[config.mk]
export PLATFORM = sky130hd
export DESIGN_NAME = cordic_sine_cosine_top_flat
export DESIGN_NICKNAME = d
export VERILOG_FILES = /design/src/hw/rtl/csc_pkg.sv /design/src/hw/rtl/csc_angle_if.sv /design/src/hw/rtl/csc_trig_if.sv /design/src/hw/rtl/csc_rot_stage.sv /design/src/hw/rtl/cordic_sine_cosine_top.sv /design/src/flat_wrapper.sv
export SDC_FILE = /design/constraint.sdc
export NUM_CORES = 2
export LEC_CHECK = 0
export ABC_AREA = 1
export BUFFER_PORTS_ARGS = -buffer_cell sky130_fd_sc_hd__buf_2
export CORE_ASPECT_RATIO = 0.7
export CORE_UTILIZATION = 29
export CTS_CLUSTER_DIAMETER = 150
export DETAILED_ROUTE_END_ITERATION = 16
export GPL_ROUTABILITY_DRIVEN = 0
export PLACE_DENSITY = 0.51
export SLEW_MARGIN = 20
export SYNTH_ARGS = -nofsm -noshare
export SYNTH_HDL_FRONTEND = slang
export SYNTH_SLANG_ARGS = --single-unit
export TNS_END_PERCENT = 20
[constraint.sdc]
create_clock -name i_clk -period 7.85 [get_ports i_clk]
set_input_delay 1.9625 -clock i_clk [delete_from_list [all_inputs] [get_ports i_clk]]
set_output_delay 1.9625 -clock i_clk [all_outputs]
set_load 0.02 [all_outputs]
[src/hw/rtl/csc_pkg.sv]
// ----------------------------------------------------------------------------
// csc_pkg
// types, constants and the arctangent table of the cordic sine/cosine block
// ----------------------------------------------------------------------------
package csc_pkg;

    localparam int ANGLE_W = 10;
    localparam int TRIG_W  = 14;
    localparam int XY_W    = 16;
    localparam int Z_W     = 12;
    localparam int PROD_W  = XY_W + Z_W;
    localparam int FRAC_BITS = 12;
    localparam int TABLE_LEN = 6;

    localparam logic signed [XY_W-1:0] X_SEED = 16'sd2487;

    typedef logic signed [TRIG_W-1:0] t_trig;

    typedef struct packed {
        logic signed [XY_W-1:0] x;
        logic signed [XY_W-1:0] y;
        logic signed [Z_W-1:0]  z;
    } t_rot;

    function automatic logic signed [Z_W-1:0] atan_step(input int idx);
        logic signed [Z_W-1:0] v;
        case (idx)
            0:       v = 12'sd511;
            1:       v = 12'sd302;
            2:       v = 12'sd159;
            3:       v = 12'sd81;
            4:       v = 12'sd41;
            5:       v = 12'sd20;
            default: v = 12'sd0;
        endcase
        return v;
    endfunction

endpackage

[src/hw/rtl/csc_angle_if.sv]
// ----------------------------------------------------------------------------
// csc_angle_if
// valid/ready channel carrying one input angle item
// ----------------------------------------------------------------------------
interface csc_angle_if;
    logic                          valid;
    logic                          ready;
    logic [csc_pkg::ANGLE_W-1:0]   angle;

    modport source (output valid, output angle, input ready);
    modport sink   (input valid, input angle, output ready);
endinterface

[src/hw/rtl/csc_trig_if.sv]
// ----------------------------------------------------------------------------
// csc_trig_if
// valid/ready channel carrying one sine/cosine result item
// ----------------------------------------------------------------------------
interface csc_trig_if;
    logic                  valid;
    logic                  ready;
    csc_pkg::t_trig        sine;
    csc_pkg::t_trig        cosine;

    modport source (output valid, output sine, output cosine, input ready);
    modport sink   (input valid, input sine, input cosine, output ready);
endinterface

[src/hw/rtl/csc_rot_stage.sv]
// ----------------------------------------------------------------------------
// csc_rot_stage
// one registered cordic micro-rotation with its own valid/ready slot
// ----------------------------------------------------------------------------
module csc_rot_stage #(
    parameter int IDX = 0
) (
    input  logic            i_clk,
    input  logic            i_rst_n,
    input  logic            i_valid,
    output logic            o_ready,
    input  csc_pkg::t_rot   i_data,
    output logic            o_valid,
    input  logic            i_ready,
    output csc_pkg::t_rot   o_data
);

    logic                               r_valid;
    csc_pkg::t_rot                      r_data;
    csc_pkg::t_rot                      n_data;
    logic signed [csc_pkg::XY_W-1:0]    xs;
    logic signed [csc_pkg::XY_W-1:0]    ys;

    assign xs = i_data.x >>> IDX;
    assign ys = i_data.y >>> IDX;

    always_comb begin
        if (i_data.z[csc_pkg::Z_W-1]) begin
            n_data.x = i_data.x + ys;
            n_data.y = i_data.y - xs;
            n_data.z = i_data.z + csc_pkg::atan_step(IDX);
        end else begin
            n_data.x = i_data.x - ys;
            n_data.y = i_data.y + xs;
            n_data.z = i_data.z - csc_pkg::atan_step(IDX);
        end
    end

    assign o_ready = !r_valid || i_ready;

    always_ff @(posedge i_clk) begin
        if (!i_rst_n) begin
            r_valid <= 1'b0;
        end else if (o_ready) begin
            r_valid <= i_valid;
        end
    end

    always_ff @(posedge i_clk) begin
        if (o_ready && i_valid) begin
            r_data <= n_data;
        end
    end

    assign o_valid = r_valid;
    assign o_data  = r_data;

endmodule

[src/hw/rtl/cordic_sine_cosine_top.sv]
// ----------------------------------------------------------------------------
// cordic_sine_cosine_top
// sine and cosine of an angle by a pipelined rotation-mode cordic
// ----------------------------------------------------------------------------
// Takes one angle item per cycle unless the output stalls (4096 units per
// revolution, first octant intended) and returns sine and cosine in signed
// 1.12, with one register stage per micro-rotation, one for the two correction
// multiplies on the residual angle, and one for the final add into the output
// register. Every stage has its own valid bit and stalls only when it is full
// and the stage after it cannot take its item, so bubbles are squeezed out and
// a waiting result does not hold back the input while earlier stages are free.
// ----------------------------------------------------------------------------
module cordic_sine_cosine_top #(
    parameter int STEPS = 6
) (
    input  logic            i_clk,
    input  logic            i_rst_n,
    csc_angle_if.sink       i_angle,
    csc_trig_if.source      o_trig
);

    logic           s_valid [STEPS+1];
    logic           s_ready [STEPS+1];
    csc_pkg::t_rot  s_data  [STEPS+1];

    assign s_valid[0]  = i_angle.valid;
    assign s_data[0].x = csc_pkg::X_SEED;
    assign s_data[0].y = '0;
    assign s_data[0].z = $signed({{(csc_pkg::Z_W-csc_pkg::ANGLE_W){1'b0}}, i_angle.angle});
    assign i_angle.ready = s_ready[0];

    genvar k;
    generate
        for (k = 0; k < STEPS; k++) begin : g_rot
            csc_rot_stage #(.IDX(k)) u_rot (
                .i_clk   (i_clk),
                .i_rst_n (i_rst_n),
                .i_valid (s_valid[k]),
                .o_ready (s_ready[k]),
                .i_data  (s_data[k]),
                .o_valid (s_valid[k+1]),
                .i_ready (s_ready[k+1]),
                .o_data  (s_data[k+1])
            );
        end
    endgenerate

    // correction multiply stage
    logic                                 r_m_valid;
    logic                                 m_ready;
    logic signed [csc_pkg::PROD_W-1:0]    r_m_zy;
    logic signed [csc_pkg::PROD_W-1:0]    r_m_zx;
    logic signed [csc_pkg::XY_W-1:0]      r_m_x;
    logic signed [csc_pkg::XY_W-1:0]      r_m_y;
    logic signed [csc_pkg::PROD_W-1:0]    n_m_zy;
    logic signed [csc_pkg::PROD_W-1:0]    n_m_zx;

    // output stage
    logic                                 r_o_valid;
    logic                                 o_ready_int;
    csc_pkg::t_trig                       r_o_sine;
    csc_pkg::t_trig                       r_o_cosine;
    logic signed [csc_pkg::XY_W-1:0]      n_sine;
    logic signed [csc_pkg::XY_W-1:0]      n_cosine;

    assign o_ready_int     = !r_o_valid || o_trig.ready;
    assign m_ready         = !r_m_valid || o_ready_int;
    assign s_ready[STEPS]  = m_ready;

    assign n_m_zy = csc_pkg::PROD_W'(s_data[STEPS].z) * csc_pkg::PROD_W'(s_data[STEPS].y);
    assign n_m_zx = csc_pkg::PROD_W'(s_data[STEPS].z) * csc_pkg::PROD_W'(s_data[STEPS].x);

    always_ff @(posedge i_clk) begin
        if (!i_rst_n) begin
            r_m_valid <= 1'b0;
        end else if (m_ready) begin
            r_m_valid <= s_valid[STEPS];
        end
    end

    always_ff @(posedge i_clk) begin
        if (m_ready && s_valid[STEPS]) begin
            r_m_zy <= n_m_zy;
            r_m_zx <= n_m_zx;
            r_m_x  <= s_data[STEPS].x;
            r_m_y  <= s_data[STEPS].y;
        end
    end

    // arithmetic shift by the fraction width, kept to the vector width
    assign n_cosine = r_m_x - r_m_zy[csc_pkg::FRAC_BITS +: csc_pkg::XY_W];
    assign n_sine   = r_m_y + r_m_zx[csc_pkg::FRAC_BITS +: csc_pkg::XY_W];

    always_ff @(posedge i_clk) begin
        if (!i_rst_n) begin
            r_o_valid <= 1'b0;
        end else if (o_ready_int) begin
            r_o_valid <= r_m_valid;
        end
    end

    always_ff @(posedge i_clk) begin
        if (o_ready_int && r_m_valid) begin
            r_o_sine   <= n_sine[csc_pkg::TRIG_W-1:0];
            r_o_cosine <= n_cosine[csc_pkg::TRIG_W-1:0];
        end
    end

    assign o_trig.valid  = r_o_valid;
    assign o_trig.sine   = r_o_sine;
    assign o_trig.cosine = r_o_cosine;

    a_reset_empties: assert property (@(posedge i_clk)
        !i_rst_n |=> (!r_o_valid && !r_m_valid))
        else $error("pipeline not empty after reset");

    a_mult_holds: assert property (@(posedge i_clk) disable iff (!i_rst_n)
        (r_m_valid && !o_ready_int) |=> (r_m_valid && $stable(r_m_zy) && $stable(r_m_zx)))
        else $error("multiply stage lost or changed a stalled item");

    a_out_holds: assert property (@(posedge i_clk) disable iff (!i_rst_n)
        (r_o_valid && !o_trig.ready && r_m_valid) |=> (r_o_valid && r_m_valid))
        else $error("stalled output dropped an item");

endmodule
[src/flat_wrapper.sv]
// flat-port wrapper written by rule: the top's interface ports become plain ports
module cordic_sine_cosine_top_flat 
#(
    parameter int STEPS = 6
)
  (i_clk, i_rst_n, i_angle_valid, i_angle_angle, i_angle_ready, o_trig_valid, o_trig_sine, o_trig_cosine, o_trig_ready);
  csc_angle_if i_angle_i ();
  csc_trig_if o_trig_i ();
  input  logic i_clk;
  input  logic i_rst_n;
  input wire logic [$bits(i_angle_i.valid)-1:0] i_angle_valid;
  input wire logic [$bits(i_angle_i.angle)-1:0] i_angle_angle;
  output wire logic [$bits(i_angle_i.ready)-1:0] i_angle_ready;
  output wire logic [$bits(o_trig_i.valid)-1:0] o_trig_valid;
  output wire logic [$bits(o_trig_i.sine)-1:0] o_trig_sine;
  output wire logic [$bits(o_trig_i.cosine)-1:0] o_trig_cosine;
  input wire logic [$bits(o_trig_i.ready)-1:0] o_trig_ready;
  assign i_angle_i.valid = i_angle_valid;
  assign i_angle_i.angle = i_angle_angle;
  assign i_angle_ready = i_angle_i.ready;
  assign o_trig_valid = o_trig_i.valid;
  assign o_trig_sine = o_trig_i.sine;
  assign o_trig_cosine = o_trig_i.cosine;
  assign o_trig_i.ready = o_trig_ready;
  cordic_sine_cosine_top #(.STEPS(STEPS)) u_core (.i_clk(i_clk), .i_rst_n(i_rst_n), .i_angle(i_angle_i), .o_trig(o_trig_i));
endmodule
* After elaboration in Yosys (flattened, before gate mapping)
Index checks and enable logic that the tools add are counted.
Operators by class: reduce and logical (&&, ||, !) cells 24, add/sub/neg operators 29, muxes and demuxes 5, multipliers 2
Operators with widths (number):
- 2-to-1 mux 44 bit | 4
- multiplier 12 x 16 -> 26 bit | 2
- adder 16 x 11 -> 16 bit | 3
- subtractor 16 x 11 -> 16 bit | 3
- 2-to-1 mux 40 bit | 1
- adder 16 x 12 -> 16 bit | 2
- adder 16 x 13 -> 16 bit | 2
- subtractor 16 x 12 -> 16 bit | 2
- subtractor 16 x 13 -> 16 bit | 2
- adder 13 x 14 -> 15 bit | 1
- subtractor 13 x 14 -> 15 bit | 1
- adder 14 bit | 1
- subtractor 14 bit | 1
- adder 12 x 10 -> 12 bit (second input constant) | 1
- adder 12 x 6 -> 12 bit (second input constant) | 1
- adder 12 x 7 -> 12 bit (second input constant) | 1
- adder 12 x 8 -> 12 bit (second input constant) | 1
- adder 12 x 9 -> 12 bit (second input constant) | 1
- subtractor 12 x 10 -> 12 bit (second input constant) | 1
- subtractor 12 x 6 -> 12 bit (second input constant) | 1
- subtractor 12 x 7 -> 12 bit (second input constant) | 1
- subtractor 12 x 8 -> 12 bit (second input constant) | 1
- subtractor 12 x 9 -> 12 bit (second input constant) | 1
- subtractor 10 x 9 -> 11 bit (second input constant) | 1
- 3 further kinds | 24
Storage, ports and cells: output and inout port bits 30, flip-flop bits (word level) 344, input bits 14

* Depth between registers and ports, before layout
depth in word-level cells 10, gate-level depth with buffers 26, gate-level depth less buffers 24

* Cells and area by module
A second synthesis with hierarchy kept.
Second synthesis, totals: cell total of the unflattened synthesis 5711, area total of the unflattened synthesis 43864.6 µm²
Modules (own cells, without submodules):
- cordic_sine_cosine_top | cells an instance 2253, area an instance 17868.4 µm², instances 1, sequential area each 2562.5 µm²
- csc_rot_stage (u_core.g_rot[0].u_rot) | cells an instance 721, area an instance 4972.3 µm², instances 1, sequential area each 1311.3 µm²
- csc_rot_stage (u_core.g_rot[1].u_rot) | cells an instance 591, area an instance 4377.9 µm², instances 1, sequential area each 1341.3 µm²
- csc_rot_stage (u_core.g_rot[2].u_rot) | cells an instance 544, area an instance 4285.4 µm², instances 1, sequential area each 1341.3 µm²
- csc_rot_stage (u_core.g_rot[3].u_rot) | cells an instance 576, area an instance 4261.6 µm², instances 1, sequential area each 1341.3 µm²
- csc_rot_stage (u_core.g_rot[4].u_rot) | cells an instance 518, area an instance 4124.0 µm², instances 1, sequential area each 1341.3 µm²
- csc_rot_stage (u_core.g_rot[5].u_rot) | cells an instance 508, area an instance 3975.1 µm², instances 1, sequential area each 1341.3 µm²

* Least setup slack after synthesis
OpenSTA, ideal clock, no wires.
kind reg-to-reg, start point register u_core.g_rot[5].u_rot.r_data, in the netlist u_core.g_rot[5].u_rot.o_data[11], end point register u_core.r_m_zy[22] in the netlist's numbering, data pin, setup slack 3.028 ns, buffers on the path 2, setup time 0.253 ns, data required time 7.597 ns, clock period less this slack 4.822 ns, data arrival time 4.569 ns, stages on the path, launching flop included 20, cell sequence edfxtp_1 inv_1 buf_2 clkbuf_1 nor2_1 fa_1 fa_1 fa_1 fa_1 inv_1 fa_1 inv_1 ha_1 a21oi_1 o21ai_0 a21o_1 nand2_1 nand3_1 nand2_1 nand2_1
On the way: cells in the longest elaborated chain, start to end 1
Ends and longest elaborated chain:
- start: declaration | RTL line csc_rot_stage.sv:19 | csc_pkg::t_rot r_data;
- start signal: assignment | RTL line csc_rot_stage.sv:51 | r_data <= n_data;
- multiplier 12 x 16 -> 26 bit | RTL line cordic_sine_cosine_top.sv:70 | assign n_m_zy = csc_pkg::PROD_W'(s_data[STEPS].z) * csc_pkg::PROD_W'(s_data[STEPS].y);
- named net u_core.n_m_zy (one bit) | RTL line cordic_sine_cosine_top.sv:55 | logic signed [csc_pkg::PROD_W-1:0] n_m_zy;
- end signal: assignment | RTL line cordic_sine_cosine_top.sv:83 | r_m_zy <= n_m_zy;
- end: declaration | RTL line cordic_sine_cosine_top.sv:51 | logic signed [csc_pkg::PROD_W-1:0] r_m_zy;
The timed path passes the listed nets, and every way through them passes these cells. A chain may end at the register's enable or synchronous reset.

* Final worst setup path
start point register u_core.g_rot[5].u_rot.r_data, in the netlist u_core.g_rot[5].u_rot.o_data[4], end point register u_core.r_m_zx[22] in the netlist's numbering, data pin
On the way: cells in the longest elaborated chain, start to end 1
Ends and longest elaborated chain:
- multiplier 12 x 16 -> 26 bit | RTL line cordic_sine_cosine_top.sv:71 | assign n_m_zx = csc_pkg::PROD_W'(s_data[STEPS].z) * csc_pkg::PROD_W'(s_data[STEPS].x);
- named net u_core.n_m_zx (one bit) | RTL line cordic_sine_cosine_top.sv:56 | logic signed [csc_pkg::PROD_W-1:0] n_m_zx;
- end signal: assignment | RTL line cordic_sine_cosine_top.sv:84 | r_m_zx <= n_m_zx;
- end: declaration | RTL line cordic_sine_cosine_top.sv:52 | logic signed [csc_pkg::PROD_W-1:0] r_m_zx;
The timed path passes the listed nets, and every way through them passes these cells.

==> qor.txt <==
First DRT Iteration DRCs - 1,993
CTS clk-pin slew, worst paths - 0.06 ns
largest family of logic cells by synthesized area - adder cells
final setup fails - 0
Slew @ Worst Pin - 1.053 ns
CTS Hold Bufs - 0
synthesized flop and latch total - 292
vias per cell - 4.595
final setup skew - 0.03276 ns
Worst path max stage delay - 0.98 ns
Post-Synthesis Cell Area - 32,940 um2
CP Class - flip-flop to flip-flop
initial cell density of the core - 29.25%
Setup TNS - 0 ns
io pins - 44
global-route wire length before repair - 139,400 um
CP max-delay cell - edfxtp_1
CP max FO - 21
fin crit share - 74.51%
post-cts gate resize count - 0
Register Area - 8688 um2
Post-Route WL - 85,470 um
Final Hold Viols - 0
vias after detailed routing - 25,310
Synth Area in XOR/XNOR - 6.115%
Clock Sinks - 292
most used flip-flop cell after synthesis - edfxtp_1
status - completed
syn_nets - 4,585
Final #Nets - 4,608
pre-CTS setup slack - 2.136 ns
Post-Synth Simple-Gate Area - 17.95%
initial antenna violation count - 1
worst-skew pair later-pin latency - 0.59 ns
Mean Syn Cell Area - 8.373 um2
Post-synth ARST share - 0%
Tmin final - 5.849 ns
synth unique cells - 44
Worst Slack Setup Final - 2.001 ns
Std-Cell Core Area - 112,600 um2
TritonCTS buffer count - 37
largest net degree at the start of global routing - 57
Post-Syn Instances - 3,934
die width - 404.8 um
top achievable clock speed - 171.0 MHz
Residual DRC - 0
hpwl dp - 68,430 um
row count - 103
GRT Util Overall - 15.19%
Leakage - 17.70 nW
Antenna Nets Post-Route - 0
Max VDD drop - 0.0001339 V
grt total ovfl - 0
number of buffer cells added on primary ports - 43
hold_ws - 0.4194 ns
multi-input logic area - 20,770 um2
Post-synth EDFFs - 284
fillcell total - 11,980
Slew headroom - 29.80%
vias in the first global route - 24,970
layout cells sized above 1 - 4.293%
Total Power - 0.004707 W
Root Buffer - clkbuf_16
final core utilization - 32.07%
Required @ worst endpoint - 8.17 ns
Pwr Density - 130.3 nW/um2
RSZ-0062 raised after global routing - no
Hold Path Class - flip-flop to flip-flop
Area Growth Syn to Fin - 9.644%
yosys warns - 0
htree depth - 2
cell mode on critical path - fa_1
Wirelength per Cell - 15.52 um
area share of fa/ha/maj cells after synthesis - 32.06%
Setup Buffers After CTS - 0
die height - 284.0 um
Clock Path Buffers - 3
sequential area share after synthesis - 26.38%
die footprint - 115,000 um2
Slew Limit Fails - 0
CP endpoint kind - flip-flop
mux share of post-synthesis cell area - 0%
crit path cell chain - nand2_1 > fa_1 > inv_1 > fa_1 > fa_1 > fa_1 > fa_1 > ha_1 > nand2_1 > inv_1 > nand3_1 > nor2_1 > nand4_1 > nand4_1 > nand2_1
WP data arrival - 6.16 ns
startpoint types - flip-flop
Synth Area in Compound Gates - 6.875%
DR pass1 iterations - 6
TritonCTS clock tree - done
max-cap check violation count - 0
-- cells in the final DEF, fill, tap and decap left out, types with 4 or more instances in the layout --
| cell | Yosys | layout |
|---|---|---|
| a21boi_0 | 6 | 6 |
| a21o_1 | 9 | 9 |
| a21oi_1 | 223 | 223 |
| a31oi_1 | 14 | 14 |
| buf_2 | 9 | 43 |
| buf_4 | 0 | 20 |
| bufinv_16 | 0 | 4 |
| clkbuf_1 | 67 | 6 |
| clkbuf_16 | 0 | 37 |
| clkinv_1 | 1 | 8 |
| clkinv_2 | 0 | 5 |
| dfxtp_1 | 8 | 8 |
| edfxtp_1 | 284 | 284 |
| fa_1 | 345 | 345 |
| ha_1 | 292 | 292 |
| inv_1 | 845 | 843 |
| inv_2 | 3 | 4 |
| nand2_1 | 943 | 943 |
| nand2_2 | 9 | 9 |
| nand3_1 | 175 | 175 |
| nand3b_1 | 9 | 9 |
| nand4_1 | 35 | 35 |
| nor2_1 | 196 | 193 |
| nor2_2 | 16 | 16 |
| nor2_4 | 2 | 5 |
| nor3_1 | 32 | 32 |
| o2111ai_1 | 6 | 6 |
| o211ai_1 | 5 | 5 |
| o21a_1 | 7 | 7 |
| o21ai_0 | 91 | 91 |
| o21ai_1 | 13 | 13 |
| o21ai_2 | 6 | 6 |
| o21bai_1 | 12 | 12 |
| o311ai_0 | 4 | 4 |
| o31ai_1 | 8 | 8 |
| or2_1 | 4 | 4 |
| or2_2 | 8 | 8 |
| xnor2_1 | 57 | 57 |
| xor2_1 | 173 | 173 |
-- critical path, delay by kind of cell (launching register included) --
kind | cells | cell delay, ns
buffers and inverters | 2 | 0.22
adder cells (fa/ha/maj) | 6 | 3.08
flip-flops | 1 | 0.98
AND/OR/NAND/NOR | 7 | 1.29
-- stage by stage --
| stage | instances | instance area (um2) |
|---|---|---|
| 6_report | 5508 | 36120 |
| 5_1_grt | 5508 | 36120 |
| 4_1_cts | 5505 | 36110 |
| 3_5_place_dp | 5440 | 34920 |
| 3_3_place_gp | 5440 | 34920 |
| 2_1_floorplan | 3934 | 32940 |
-- flip-flops by register name, indices dropped and copies added, names as in the netlist --
| name | flops |
|---|---|
| u_core.g_rot.u_rot.o_valid | 6 |
| u_core.r_m_zx | 14 |
| u_core.o_trig.cosine | 14 |
| u_core.g_rot.u_rot.o_data | 200 |
| u_core.r_m_x | 14 |
| u_core.r_m_y | 14 |
| u_core.r_m_valid | 1 |
| u_core.r_m_zy | 14 |
| u_core.o_trig.valid | 1 |
| u_core.o_trig.sine | 14 |
-- final cells by class --
class	instances	area share (%)
Antenna cell	3	0.02079
Clock inverter	22	0.6548
Clock buffer	43	2.626
Multi-Input combinational cell	2713	57.52
Inverter	850	8.841
Sequential cell	292	24.06
Timing Repair Buffer	63	1.012
Tap cell	1522	5.273
-- power by group --
part / internal (W) / total, W / switching (W)
clock: 0.00100 / 0.00174 / 0.000733
combinational: 0.000419 / 0.00115 / 0.000734
sequential: 0.00179 / 0.00182 / 0.0000292
total: 0.00321 / 0.00471 / 0.00150
-- final timing paths --
| check | start | endpoint | slack [ns] | cells past startpoint |
|---|---|---|---|---|
| max reg2reg | u_core.g_rot[5].u_rot.o_data[4]$_DFFE_PP_ | u_core.r_m_zx[22]$_DFFE_PP_ | 2.00 | 15 |
| min reg2reg | u_core.g_rot[4].u_rot.o_data[0]$_DFFE_PP_ | u_core.g_rot[5].u_rot.o_data[0]$_DFFE_PP_ | 0.42 | 0 |
| min | u_core.g_rot[4].u_rot.o_data[0]$_DFFE_PP_ | u_core.g_rot[5].u_rot.o_data[0]$_DFFE_PP_ | 0.42 | 0 |
| max | u_core.g_rot[5].u_rot.o_data[4]$_DFFE_PP_ | u_core.r_m_zx[22]$_DFFE_PP_ | 2.00 | 15 |
-- cells by family (layout without fill, tap and decap cells) --
family	count (synthesis)	in the layout
AOI/OAI and AO/OA	409	409
xor gates and xnor gates	230	230
adders and majority gates	637	637
buffers and inverters	929	978
DFF	292	292
other	0	3
and+or+nand+nor	1437	1437
-- routing by layer --
layer	GRT usage (%)	wire length [um]	vias to the layer above
met1	23.54	44040	12240
met3	2.108	5060	77
met2	22.13	34920	635
met4	3.087	1444	0
li1	-	-	12360
met5	0	0	-
-- synthesized netlist by cell type, drive strengths merged (5+ instances only) --
| cell type | number | area [um2] |
|---|---|---|
| a21boi | 6 | 45.04 |
| a21o | 9 | 67.56 |
| a21oi | 225 | 1134 |
| a31oi | 14 | 87.58 |
| buf | 12 | 56.30 |
| clkbuf | 67 | 251.5 |
| dfxtp | 8 | 160.2 |
| edfxtp | 284 | 8528 |
| fa | 345 | 6907 |
| ha | 292 | 3654 |
| inv | 849 | 3189 |
| nand2 | 952 | 3596 |
| nand3 | 175 | 875.8 |
| nand3b | 9 | 67.56 |
| nand4 | 35 | 219.0 |
| nor2 | 214 | 858.3 |
| nor3 | 33 | 170.2 |
| o2111ai | 6 | 52.55 |
| o211ai | 5 | 37.54 |
| o21a | 7 | 52.55 |
| o21ai | 110 | 573.1 |
| o21bai | 14 | 112.6 |
| o31ai | 8 | 60.06 |
| or2 | 12 | 75.07 |
| xnor2 | 57 | 499.2 |
| xor2 | 173 | 1515 |
No activity file was read; power rests on OpenSTA's default activity.
